**config.mk**
```make
export PLATFORM = sky130hd
export DESIGN_NAME = multi_channel_input_debouncer
export DESIGN_NICKNAME = d
export VERILOG_FILES = /design/src/rtl/mcid_pkg.sv /design/src/rtl/mcid_lane.sv /design/src/rtl/mcid_merge.sv /design/src/rtl/multi_channel_input_debouncer.sv
export SDC_FILE = /design/constraint.sdc
export NUM_CORES = 2
export LEC_CHECK = 0
export ABC_CLOCK_PERIOD_IN_PS = 15490
export BUFFER_PORTS_ARGS = -buffer_cell sky130_fd_sc_hd__buf_2
export CAP_MARGIN = 20
export CORE_MARGIN = 2
export CORE_UTILIZATION = 32
export CTS_CLUSTER_SIZE = 25
export DETAILED_ROUTE_END_ITERATION = 10
export GPL_TIMING_DRIVEN = 0
export PLACE_DENSITY_LB_ADDON = 0.2
export SYNTH_ARGS = -nofsm -noshare
export SYNTH_HDL_FRONTEND = slang
export SYNTH_SLANG_ARGS = --single-unit
```
**constraint.sdc**
```tcl
create_clock -name clk -period 15.49 [get_ports clk]
set_input_delay 4.647 -clock clk [delete_from_list [all_inputs] [get_ports clk]]
set_output_delay 4.647 -clock clk [all_outputs]
set_load 0.02 [all_outputs]
```
**src/rtl/mcid_pkg.sv**
```systemverilog
package mcid_pkg;

  localparam int PinCount   = 16;
  localparam int ThrW       = 16;
  localparam int ThrPerReg  = 4;
  localparam int NumCfg     = 4;
  localparam int CfgIdxW    = 2;
  localparam int CfgW       = ThrW * ThrPerReg;
  localparam int StableW    = 17;
  localparam int TsW        = 32;

  localparam logic [StableW-1:0] StableMax   = {StableW{1'b1}};
  localparam logic [CfgW-1:0]    ThreshReset = 64'h0014_0014_0014_0014;

  typedef struct packed {
    logic [PinCount-1:0] hit;
    logic [PinCount-1:0] level;
  } lane_res_t;

endpackage

```
**src/rtl/mcid_lane.sv**
```systemverilog
module mcid_lane (
  input  logic                              clk,
  input  logic                              rst_n,
  input  logic                              fire,
  input  logic                              level,
  input  logic                              prev,
  input  logic [mcid_pkg::TsW-1:0]          elapsed,
  input  logic [mcid_pkg::ThrW-1:0]         thr,
  output logic                              hit
);

  logic [mcid_pkg::StableW-1:0] stable_r;
  logic [mcid_pkg::StableW-1:0] stable_nxt;
  logic [mcid_pkg::StableW-1:0] stable_upd;
  logic [mcid_pkg::TsW:0]       sum;
  logic                         same;
  logic                         sat;

  always_comb begin
    same       = (level == prev);
    sum        = {{(mcid_pkg::TsW + 1 - mcid_pkg::StableW){1'b0}}, stable_r}
               + {1'b0, elapsed};
    sat        = |sum[mcid_pkg::TsW:mcid_pkg::StableW];
    stable_upd = sat ? mcid_pkg::StableMax : sum[mcid_pkg::StableW-1:0];
    stable_nxt = same ? stable_upd : '0;
    hit        = same && (stable_upd >
                 {{(mcid_pkg::StableW - mcid_pkg::ThrW){1'b0}}, thr});
  end

  always_ff @(posedge clk) begin
    if (!rst_n) begin
      stable_r <= '0;
    end else if (fire) begin
      stable_r <= stable_nxt;
    end
  end

endmodule

```
**src/rtl/mcid_merge.sv**
```systemverilog
module mcid_merge (
  input  logic                              clk,
  input  logic                              rst_n,
  input  logic                              fire,
  input  mcid_pkg::lane_res_t               res,
  output logic [mcid_pkg::PinCount-1:0]     word_nxt
);

  logic [mcid_pkg::PinCount-1:0] word_r;

  always_comb begin
    word_nxt = (res.hit & res.level) | (~res.hit & word_r);
  end

  always_ff @(posedge clk) begin
    if (!rst_n) begin
      word_r <= '0;
    end else if (fire) begin
      word_r <= word_nxt;
    end
  end

endmodule

```
**src/rtl/multi_channel_input_debouncer.sv**
```systemverilog
// Sixteen-pin time-based debouncer. Each item carries a raw pin sample and
// a millisecond timestamp; every pin has its own lane that accumulates how
// long its level has held (saturating at 131071 ms) and copies the raw level
// to the debounced bit once that time exceeds the pin's 16-bit threshold.
// Thresholds sit four to a 64-bit register (pin 4*k+j in bits 16*j+15..16*j
// of register k) and reset to 20 ms each. The block takes one item per clock
// while in_stall is low and returns one registered debounced word per item;
// all lanes update in the accepting cycle; a two-entry output buffer lets one
// more item in while output stalls. Write thresholds only while idle.
module multi_channel_input_debouncer (
  input  logic                                clk,
  input  logic                                rst_n,
  input  logic                                in_valid,
  output logic                                in_stall,
  input  logic [mcid_pkg::PinCount-1:0]       in_raw_levels,
  input  logic [mcid_pkg::TsW-1:0]            in_now_ms,
  output logic                                out_valid,
  input  logic                                out_stall,
  output logic [mcid_pkg::PinCount-1:0]       out_debounced_levels,
  input  logic                                cfg_valid,
  output logic                                cfg_ready,
  input  logic [mcid_pkg::CfgIdxW-1:0]        cfg_index,
  input  logic [mcid_pkg::CfgW-1:0]           cfg_data
);

  logic [mcid_pkg::CfgW-1:0]     thr_r [mcid_pkg::NumCfg];
  logic [mcid_pkg::PinCount-1:0] prev_raw_r;
  logic [mcid_pkg::TsW-1:0]      last_ts_r;
  logic                          first_r;
  logic [mcid_pkg::TsW-1:0]      elapsed;
  logic                          in_fire;
  logic                          out_fire;
  logic                          out_valid_r;
  logic                          out_valid_nxt;
  logic [mcid_pkg::PinCount-1:0] out_data_r;
  logic [mcid_pkg::PinCount-1:0] out_data_nxt;
  logic                          skid_valid_r;
  logic                          skid_valid_nxt;
  logic [mcid_pkg::PinCount-1:0] skid_data_r;
  logic [mcid_pkg::PinCount-1:0] skid_data_nxt;
  logic [mcid_pkg::PinCount-1:0] word_nxt;
  logic [mcid_pkg::PinCount-1:0] lane_hit;
  mcid_pkg::lane_res_t           res;

  assign cfg_ready            = 1'b1;
  assign in_stall             = skid_valid_r;
  assign in_fire              = in_valid && !in_stall;
  assign out_valid            = out_valid_r;
  assign out_debounced_levels = out_data_r;
  assign out_fire             = out_valid_r && !out_stall;
  assign elapsed              = first_r ? '0 : (in_now_ms - last_ts_r);
  assign res                  = {lane_hit, in_raw_levels};

  for (genvar i = 0; i < mcid_pkg::PinCount; i++) begin : g_lane
    localparam int Reg = i / mcid_pkg::ThrPerReg;
    localparam int Sub = i % mcid_pkg::ThrPerReg;
    mcid_lane u_lane (
      .clk     (clk),
      .rst_n   (rst_n),
      .fire    (in_fire),
      .level   (in_raw_levels[i]),
      .prev    (prev_raw_r[i]),
      .elapsed (elapsed),
      .thr     (thr_r[Reg][Sub*mcid_pkg::ThrW +: mcid_pkg::ThrW]),
      .hit     (lane_hit[i])
    );
  end

  mcid_merge u_merge (
    .clk      (clk),
    .rst_n    (rst_n),
    .fire     (in_fire),
    .res      (res),
    .word_nxt (word_nxt)
  );

  always_comb begin
    out_valid_nxt  = out_valid_r;
    out_data_nxt   = out_data_r;
    skid_valid_nxt = skid_valid_r;
    skid_data_nxt  = skid_data_r;
    if (out_fire || !out_valid_r) begin
      if (skid_valid_r) begin
        out_valid_nxt  = 1'b1;
        out_data_nxt   = skid_data_r;
        skid_valid_nxt = 1'b0;
      end else begin
        out_valid_nxt  = in_fire;
        out_data_nxt   = word_nxt;
      end
    end else if (in_fire) begin
      skid_valid_nxt = 1'b1;
      skid_data_nxt  = word_nxt;
    end
  end

  always_ff @(posedge clk) begin
    if (!rst_n) begin
      out_valid_r  <= 1'b0;
      skid_valid_r <= 1'b0;
    end else begin
      out_valid_r  <= out_valid_nxt;
      skid_valid_r <= skid_valid_nxt;
    end
  end

  always_ff @(posedge clk) begin
    out_data_r  <= out_data_nxt;
    skid_data_r <= skid_data_nxt;
  end

  always_ff @(posedge clk) begin
    if (!rst_n) begin
      prev_raw_r <= '1;
      last_ts_r  <= '0;
      first_r    <= 1'b1;
    end else if (in_fire) begin
      prev_raw_r <= in_raw_levels;
      last_ts_r  <= in_now_ms;
      first_r    <= 1'b0;
    end
  end

  always_ff @(posedge clk) begin
    if (!rst_n) begin
      for (int k = 0; k < mcid_pkg::NumCfg; k++) begin
        thr_r[k] <= mcid_pkg::ThreshReset;
      end
    end else if (cfg_valid && cfg_ready) begin
      thr_r[cfg_index] <= cfg_data;
    end
  end

  a_skid_implies_out: assert property (@(posedge clk) disable iff (!rst_n)
    skid_valid_r |-> out_valid_r)
    else $error("skid entry held with empty output register");

  a_item_yields_result: assert property (@(posedge clk) disable iff (!rst_n)
    in_fire |=> out_valid_r)
    else $error("accepted item left no result");

  a_first_cleared_by_item: assert property (@(posedge clk) disable iff (!rst_n)
    $fell(first_r) |-> $past(in_fire))
    else $error("first-sample flag dropped without an item");

endmodule
```
Word-level counts from Yosys, hierarchy flattened
Memories as Yosys holds them, arrays and structs flattened.
Cells that the tools add are included.

storage, ports and cells
  bits in read-only memories = 0
  RAM bits = 256
  memories = 1
  bits in latches = 0
  flip-flop bits (word level) = 371
  word-level logic and storage cells = 163
  output and inout bits = 19
  input port bits = 119

operators by class
  bitwise gates (word level) = 6
  equality and inequality tests = 16
  $add $sub $neg = 17
  $lt $le $gt $ge = 16
  reduce and logical (&&, ||, !) cells = 41
  multiplexer cells = 42
  divide/modulo/power cells = 0
  shifts and indexed selects = 0
  $mul = 0

memories
  memory  depth  width  read ports  clocked after Yosys merged registers in  write ports  line                                 source
  thr_r   4      64     4           0                                        4            multi_channel_input_debouncer.sv:26  logic [mcid_pkg::CfgW-1:0] thr_r [mcid_pkg::NumCfg];

operator list
  cell                                                        number
  17-bit two-way mux                                          32
  17-bit by 32-bit adder with 33-bit output                   16
  17-bit by 16-bit greater-than comparator with 1-bit output  16
  16-bit OR reduction                                         16
  64-bit two-way mux                                          1
  64-bit OR reduction                                         1
  16-bit AND                                                  2
  32-bit two-way mux                                          1
  32-bit subtractor                                           1
  1-bit logical AND                                           18
  1-bit equality test                                         16
  16-bit two-way mux                                          1
  16-bit NOT                                                  1
  16-bit OR                                                   1
  1-bit two-way mux                                           6
  1-bit zero test                                             3
  2-bit two-way mux                                           1
  1-bit NOT                                                   2
  2-bit AND reduction                                         1
  2-bit OR reduction                                          1
  1-bit logical OR                                            1

Depth between registers and ports, before layout
  word-level depth = 11
  mapped depth = 41
  mapped depth without buffers = 39

Hierarchy
A second synthesis with hierarchy kept.

unflattened totals
  cell total of the unflattened synthesis = 7267
  area, all modules = 58631.2 um^2

by module, submodules not included
  module                              sequential area each (um^2)  area each (um^2)  cells each  times used
  mcid_lane at g_lane[10].u_lane ...  340.3                        2608.8            361         11
  multi_channel_input_debouncer       9669.3                       14641.5           1166        1
  mcid_lane at g_lane[0].u_lane ...   340.3                        2787.7            394         3
  mcid_lane at g_lane[9].u_lane       340.3                        3355.7            476         1
  mcid_lane at g_lane[8].u_lane       340.3                        2643.8            371         1
  mcid_merge                          320.3                        930.9             101         1

Worst setup path after synthesis
No wires, ideal clock.

  kind = input to register
  start point = input in_now_ms[0] in the netlist's numbering
  end point = register out_data_r (netlist bit out_debounced_levels[9]) (data pin)
  library setup time = 0.261 ns
  required time = 15.229 ns
  cell stages on the path = 35
  setup slack = 1.800 ns
  buffers on the path = 2
  arrival time = 13.429 ns
  cell sequence = inv_1 ha_1 inv_1 fa_1 nor2b_1 fa_1 and2_1 nor3_1 o21bai_1 a21o_1 nand4_1 nand3_1 nor3b_1 nand3_1 o21ai_0 a221oi_1 or4_1 or4_4 buf_6 or2_1 ha_1 nor2b_1 o21a_1 o21a_1 o21a_1 o21ai_0 nand2b_1 a21oi_1 o21ai_0 a221o_1 a21oi_1 a21oi_1 or3_1 clkbuf_1 a311o_1

between the ends
  longest elaborated chain between the ends = 11
  elaborated cells on any way between the ends = 12
  classes of those cells = add/sub: 2; order compare: 1; mux: 3; bitwise: 4; reduce/logical: 2

ends and longest elaborated chain
  what                                                            line                                  source
  start: declaration                                              multi_channel_input_debouncer.sv:16   input logic [mcid_pkg::TsW-1:0] in_now_ms,
  32-bit subtractor (*)                                           multi_channel_input_debouncer.sv:51   assign elapsed = first_r ? '0 : (in_now_ms - last_ts_r);
  32-bit two-way mux (*)                                          multi_channel_input_debouncer.sv:51
  17-bit by 32-bit adder with 33-bit output (*)                   mcid_lane.sv:22                       + {1'b0, elapsed};
  16-bit OR reduction                                             mcid_lane.sv:23                       sat = |sum[mcid_pkg::TsW:mcid_pkg::StableW];
  17-bit two-way mux (*)                                          mcid_lane.sv:24                       stable_upd = sat ? mcid_pkg::StableMax : sum[mcid_pkg::StableW-1:0];
  17-bit by 16-bit greater-than comparator with 1-bit output (*)  mcid_lane.sv:26                       hit = same && (stable_upd >
  1-bit logical AND (*)                                           mcid_lane.sv:26
  16-bit NOT                                                      mcid_merge.sv:12                      word_nxt = (res.hit & res.level) | (~res.hit & word_r);
  16-bit AND                                                      mcid_merge.sv:12
  16-bit OR (*)                                                   mcid_merge.sv:12
  16-bit two-way mux (*)                                          multi_channel_input_debouncer.sv:83   if (skid_valid_r) begin
  end signal: assignment                                          multi_channel_input_debouncer.sv:108  out_data_r <= out_data_nxt;
  end: declaration                                                multi_channel_input_debouncer.sv:35   logic [mcid_pkg::PinCount-1:0] out_data_r;

Mark *: on every way between the ends. The rest lies on a longest branch, timed or not.
A chain may end at the register's enable or synchronous reset.

Worst setup path after layout
  start point = input in_now_ms[0] in the netlist's numbering
  end point = register out_data_r (netlist bit out_debounced_levels[8]) (data pin)

Same word-level chain as after synthesis.

==> flow_summary.yaml <==
status:
  status: "finished clean"
power:
  max-vdd-ir-drop_mv: 0.0841
  p_per_area_mw_per_mm2: 102
  seqPwrFrac: 0.343
  p_leak_nw: 23.0
  intPower_mw: 3.60
  p_clk_frac: 0.344
  combPwrFrac: 0.313
  total_switching_power_mw: 2.03
  swShare: 0.360
setup_path:
  crit_family: "compound AO/OA/AOI/OAI gates"
  start_kind: "input port"
  worstPathMaxFanout: 10
  max_stage_delay_ps: 820
  crit_buf_inv: 8
  critPathRequiredTime_ps: 15930
  worstSetupPathType: "input port to flip-flop"
  cp-end-kind: "flip-flop"
  crit_path_top_delay_cell: "nor3b_2"
  cp_common_cell: "o21a_1"
  arrival_ps: 15630
clock_network:
  cts_resized: 0
  cts_setup_buffers: 0
  cts_sinks: 627
  clockBufferDepth: 3
  h-tree-depth: 3
  tritoncts: "built"
  root_buffer: "clkbuf_16"
  cts-hold-fix-buffers: 0
  path_clk_slew_ps: 60
  clkLatencyLatePin_ps: 730
  cts_made_buffers: 82
placed_design:
  place_ws_ps: -446
  port-buffer-count: 135
  gp_congestion: 1.00
  dpl.hpwl_um: 162000
sta:
  clock-skew-final_ps: 37.6
  fin_ws_ps: 304
  fmax_mhz: 65.8
  setup_viol: 0
  worst_pin_slew_ps: 1250
  rsz0062_at_grt: "no"
  finalMaxSlewViolations: 0
  maxSlewHeadroom: 0.166
  holdWs_ps: 451
  fin_crit_sh: 0.980
  hold_viol: 0
  tns_ps: 0
  period_needed_ps: 15190
synthesis:
  syn_nets: 6174
  yosysUniqueCellTypes: 105
  synth_top_area_cell: "edfxtp_1"
  syn_inst: 5479
  synth_most_common_cell: "ha_1"
  synth_warnings: 0
  synthFlopType: "dfxtp_1"
  netlist_area_mm2: 0.0483
  yosys.area.top_type_share: 0.179
  synth.area.top_cells: "edfxtp_1 (18%), ha_1 (14%), dfxtp_1 (14%)"
  yosys-top-cells-count: "ha_1 (559), nand2_1 (371), a21oi_1 (365), dfxtp_1 (339), inv_1 (337)"
  synth-edff-count: 288
  async_reset_ff_frac: 0
  ys_seq_elements: 627
  synth_area_per_cell_um2: 8.81
  ys_seq_area_frac: 0.320
detailed_routing:
  wl_per_cell_um: 26.4
  drtIter0Drc: 4157
  drt-total-wl_um: 207000
  antenna_left: 0
  first_pass_iters: 6
  vias: 44500
  post_drt_via_cell_ratio: 5.67
  post-route-drc-count: 0
floorplanning:
  coreArea_mm2: 0.150
  rows: 142
  fp.dieArea_mm2: 0.154
  die_w_um: 392
  chipHeight_um: 392
  ioPinCount: 138
  initial_core_util: 0.322
global_routing:
  grt_pass1_vias: 42300
  grt_antenna_before_repair: 24
  gr-usage-all-layers: 0.264
  overflow: 0
  grt_max_degree: 51
  grt_first_pass_wirelength_um: 296000
hold_path:
  hold_class: "flip-flop to flip-flop"
layout:
  final_util: 0.370
  drive_gt1_frac: 0.0944
  multi_input_area_mm2: 0.0309
  synthToLayoutAreaGrowth_pct: 14.7
  final_net_count: 6463
  seqCellArea_mm2: 0.0154
  fillers: 15400
flow_run:
  cap_violations: 0
[area by class of cell]
cell class	instances	area share
Antenna cell	6	0.000271
Buffer	218	0.0157
Clock inverter	35	0.00703
Timing Repair Buffer	205	0.0302
Sequential cell	627	0.279
Clock buffer	119	0.0407
Tap cell	2016	0.0456
Inverter	338	0.0229
Multi-Input combinational cell	4296	0.559
[path summary, 6_finish.rpt]
| check | slack [ps] | depth (start not counted) | from | end |
|---|---|---|---|---|
| worst min register to register | 450 | 2 | g_lane[2].u_lane.stable_r[16]$_SDFFE_PN0P_ | g_lane[2].u_lane.stable_r[16]$_SDFFE_PN0P_ |
| worst min-delay path | 450 | 2 | g_lane[2].u_lane.stable_r[16]$_SDFFE_PN0P_ | g_lane[2].u_lane.stable_r[16]$_SDFFE_PN0P_ |
| worst max register to register | 3310 | 36 | first_r$_SDFFE_PN1P_ | out_debounced_levels[8]$_DFFE_PN_ |
| worst max-delay path | 300 | 39 | in_now_ms[0] | out_debounced_levels[8]$_DFFE_PN_ |
[stage by stage]
step,instance area [um^2],cells,power (mW)
after floorplan,48300,5479,3.05
after global placement,51500,7630,3.62
after detailed placement,52600,7695,3.69
after CTS,55300,7849,5.65
after global routing,55300,7854,5.89
final,55400,7860,5.63
[power groups by stage]
stage	sequential (mW)	combinational (mW)	clock, mW
floorplan	1.96	1.09	0
global placement	1.97	1.65	0
detailed placement	1.96	1.72	0
CTS	1.93	1.73	1.98
global route	1.94	1.91	2.04
finish	1.93	1.76	1.94
[layer usage]
metal	wire (um)	vias to the layer above	global-route usage
met1	94000	21700	0.362
met4	9210	10	0.106
li1	-	21000	-
met3	14000	386	0.0425
met5	63	-	0
met2	89900	1498	0.410
[placed cells by master, fill, tap and decap left out, types with 101 or more instances in the layout]
cell type	netlist	layout
a21o_1	137	137
a21oi_1	365	364
a22o_1	136	136
and2_1	219	219
and3_1	101	101
buf_2	8	150
clkbuf_1	197	225
dfxtp_1	339	339
edfxtp_1	288	288
ha_1	559	559
inv_1	337	337
nand2_1	371	370
nand2b_1	121	118
nand3_1	115	115
nand4_1	122	122
nor2_1	309	296
nor3_1	119	117
o21a_1	123	123
o21ai_0	301	297
or2_2	113	113
xnor2_1	169	169
[worst min-delay path, cell delays in order, from the launching register on]
cell and delay (ps):
dfxtp_1 310, nand2_1 50, nand2_1 40
[sequential cells by signal, summed over array words and instances (netlist names)]
register	cells
first_r	1
u_merge.word_r	16
skid_data_r	16
in_stall	1
prev_raw_r	16
out_debounced_levels	16
g_lane.u_lane.stable_r	272
last_ts_r	32
thr_r	256
out_valid	1
[cells by family (layout without fill, tap and decap cells)]
| logic type | Yosys count | count (layout) | synth area share |
|---|---|---|---|
| AO/OA/AOI/OAI | 1610 | 1610 | 0.231 |
| XOR/XNOR | 225 | 225 | 0.0408 |
| adder cells (fa/ha/maj) | 576 | 576 | 0.152 |
| buffers and inverters | 556 | 915 | 0.0442 |
| flip-flops | 627 | 627 | 0.320 |
| multiplexers | 41 | 41 | 0.00889 |
| other | 1 | 7 | 0.0000777 |
| AND/OR/NAND/NOR | 1843 | 1843 | 0.204 |
Power figures use the tool's default switching activity.
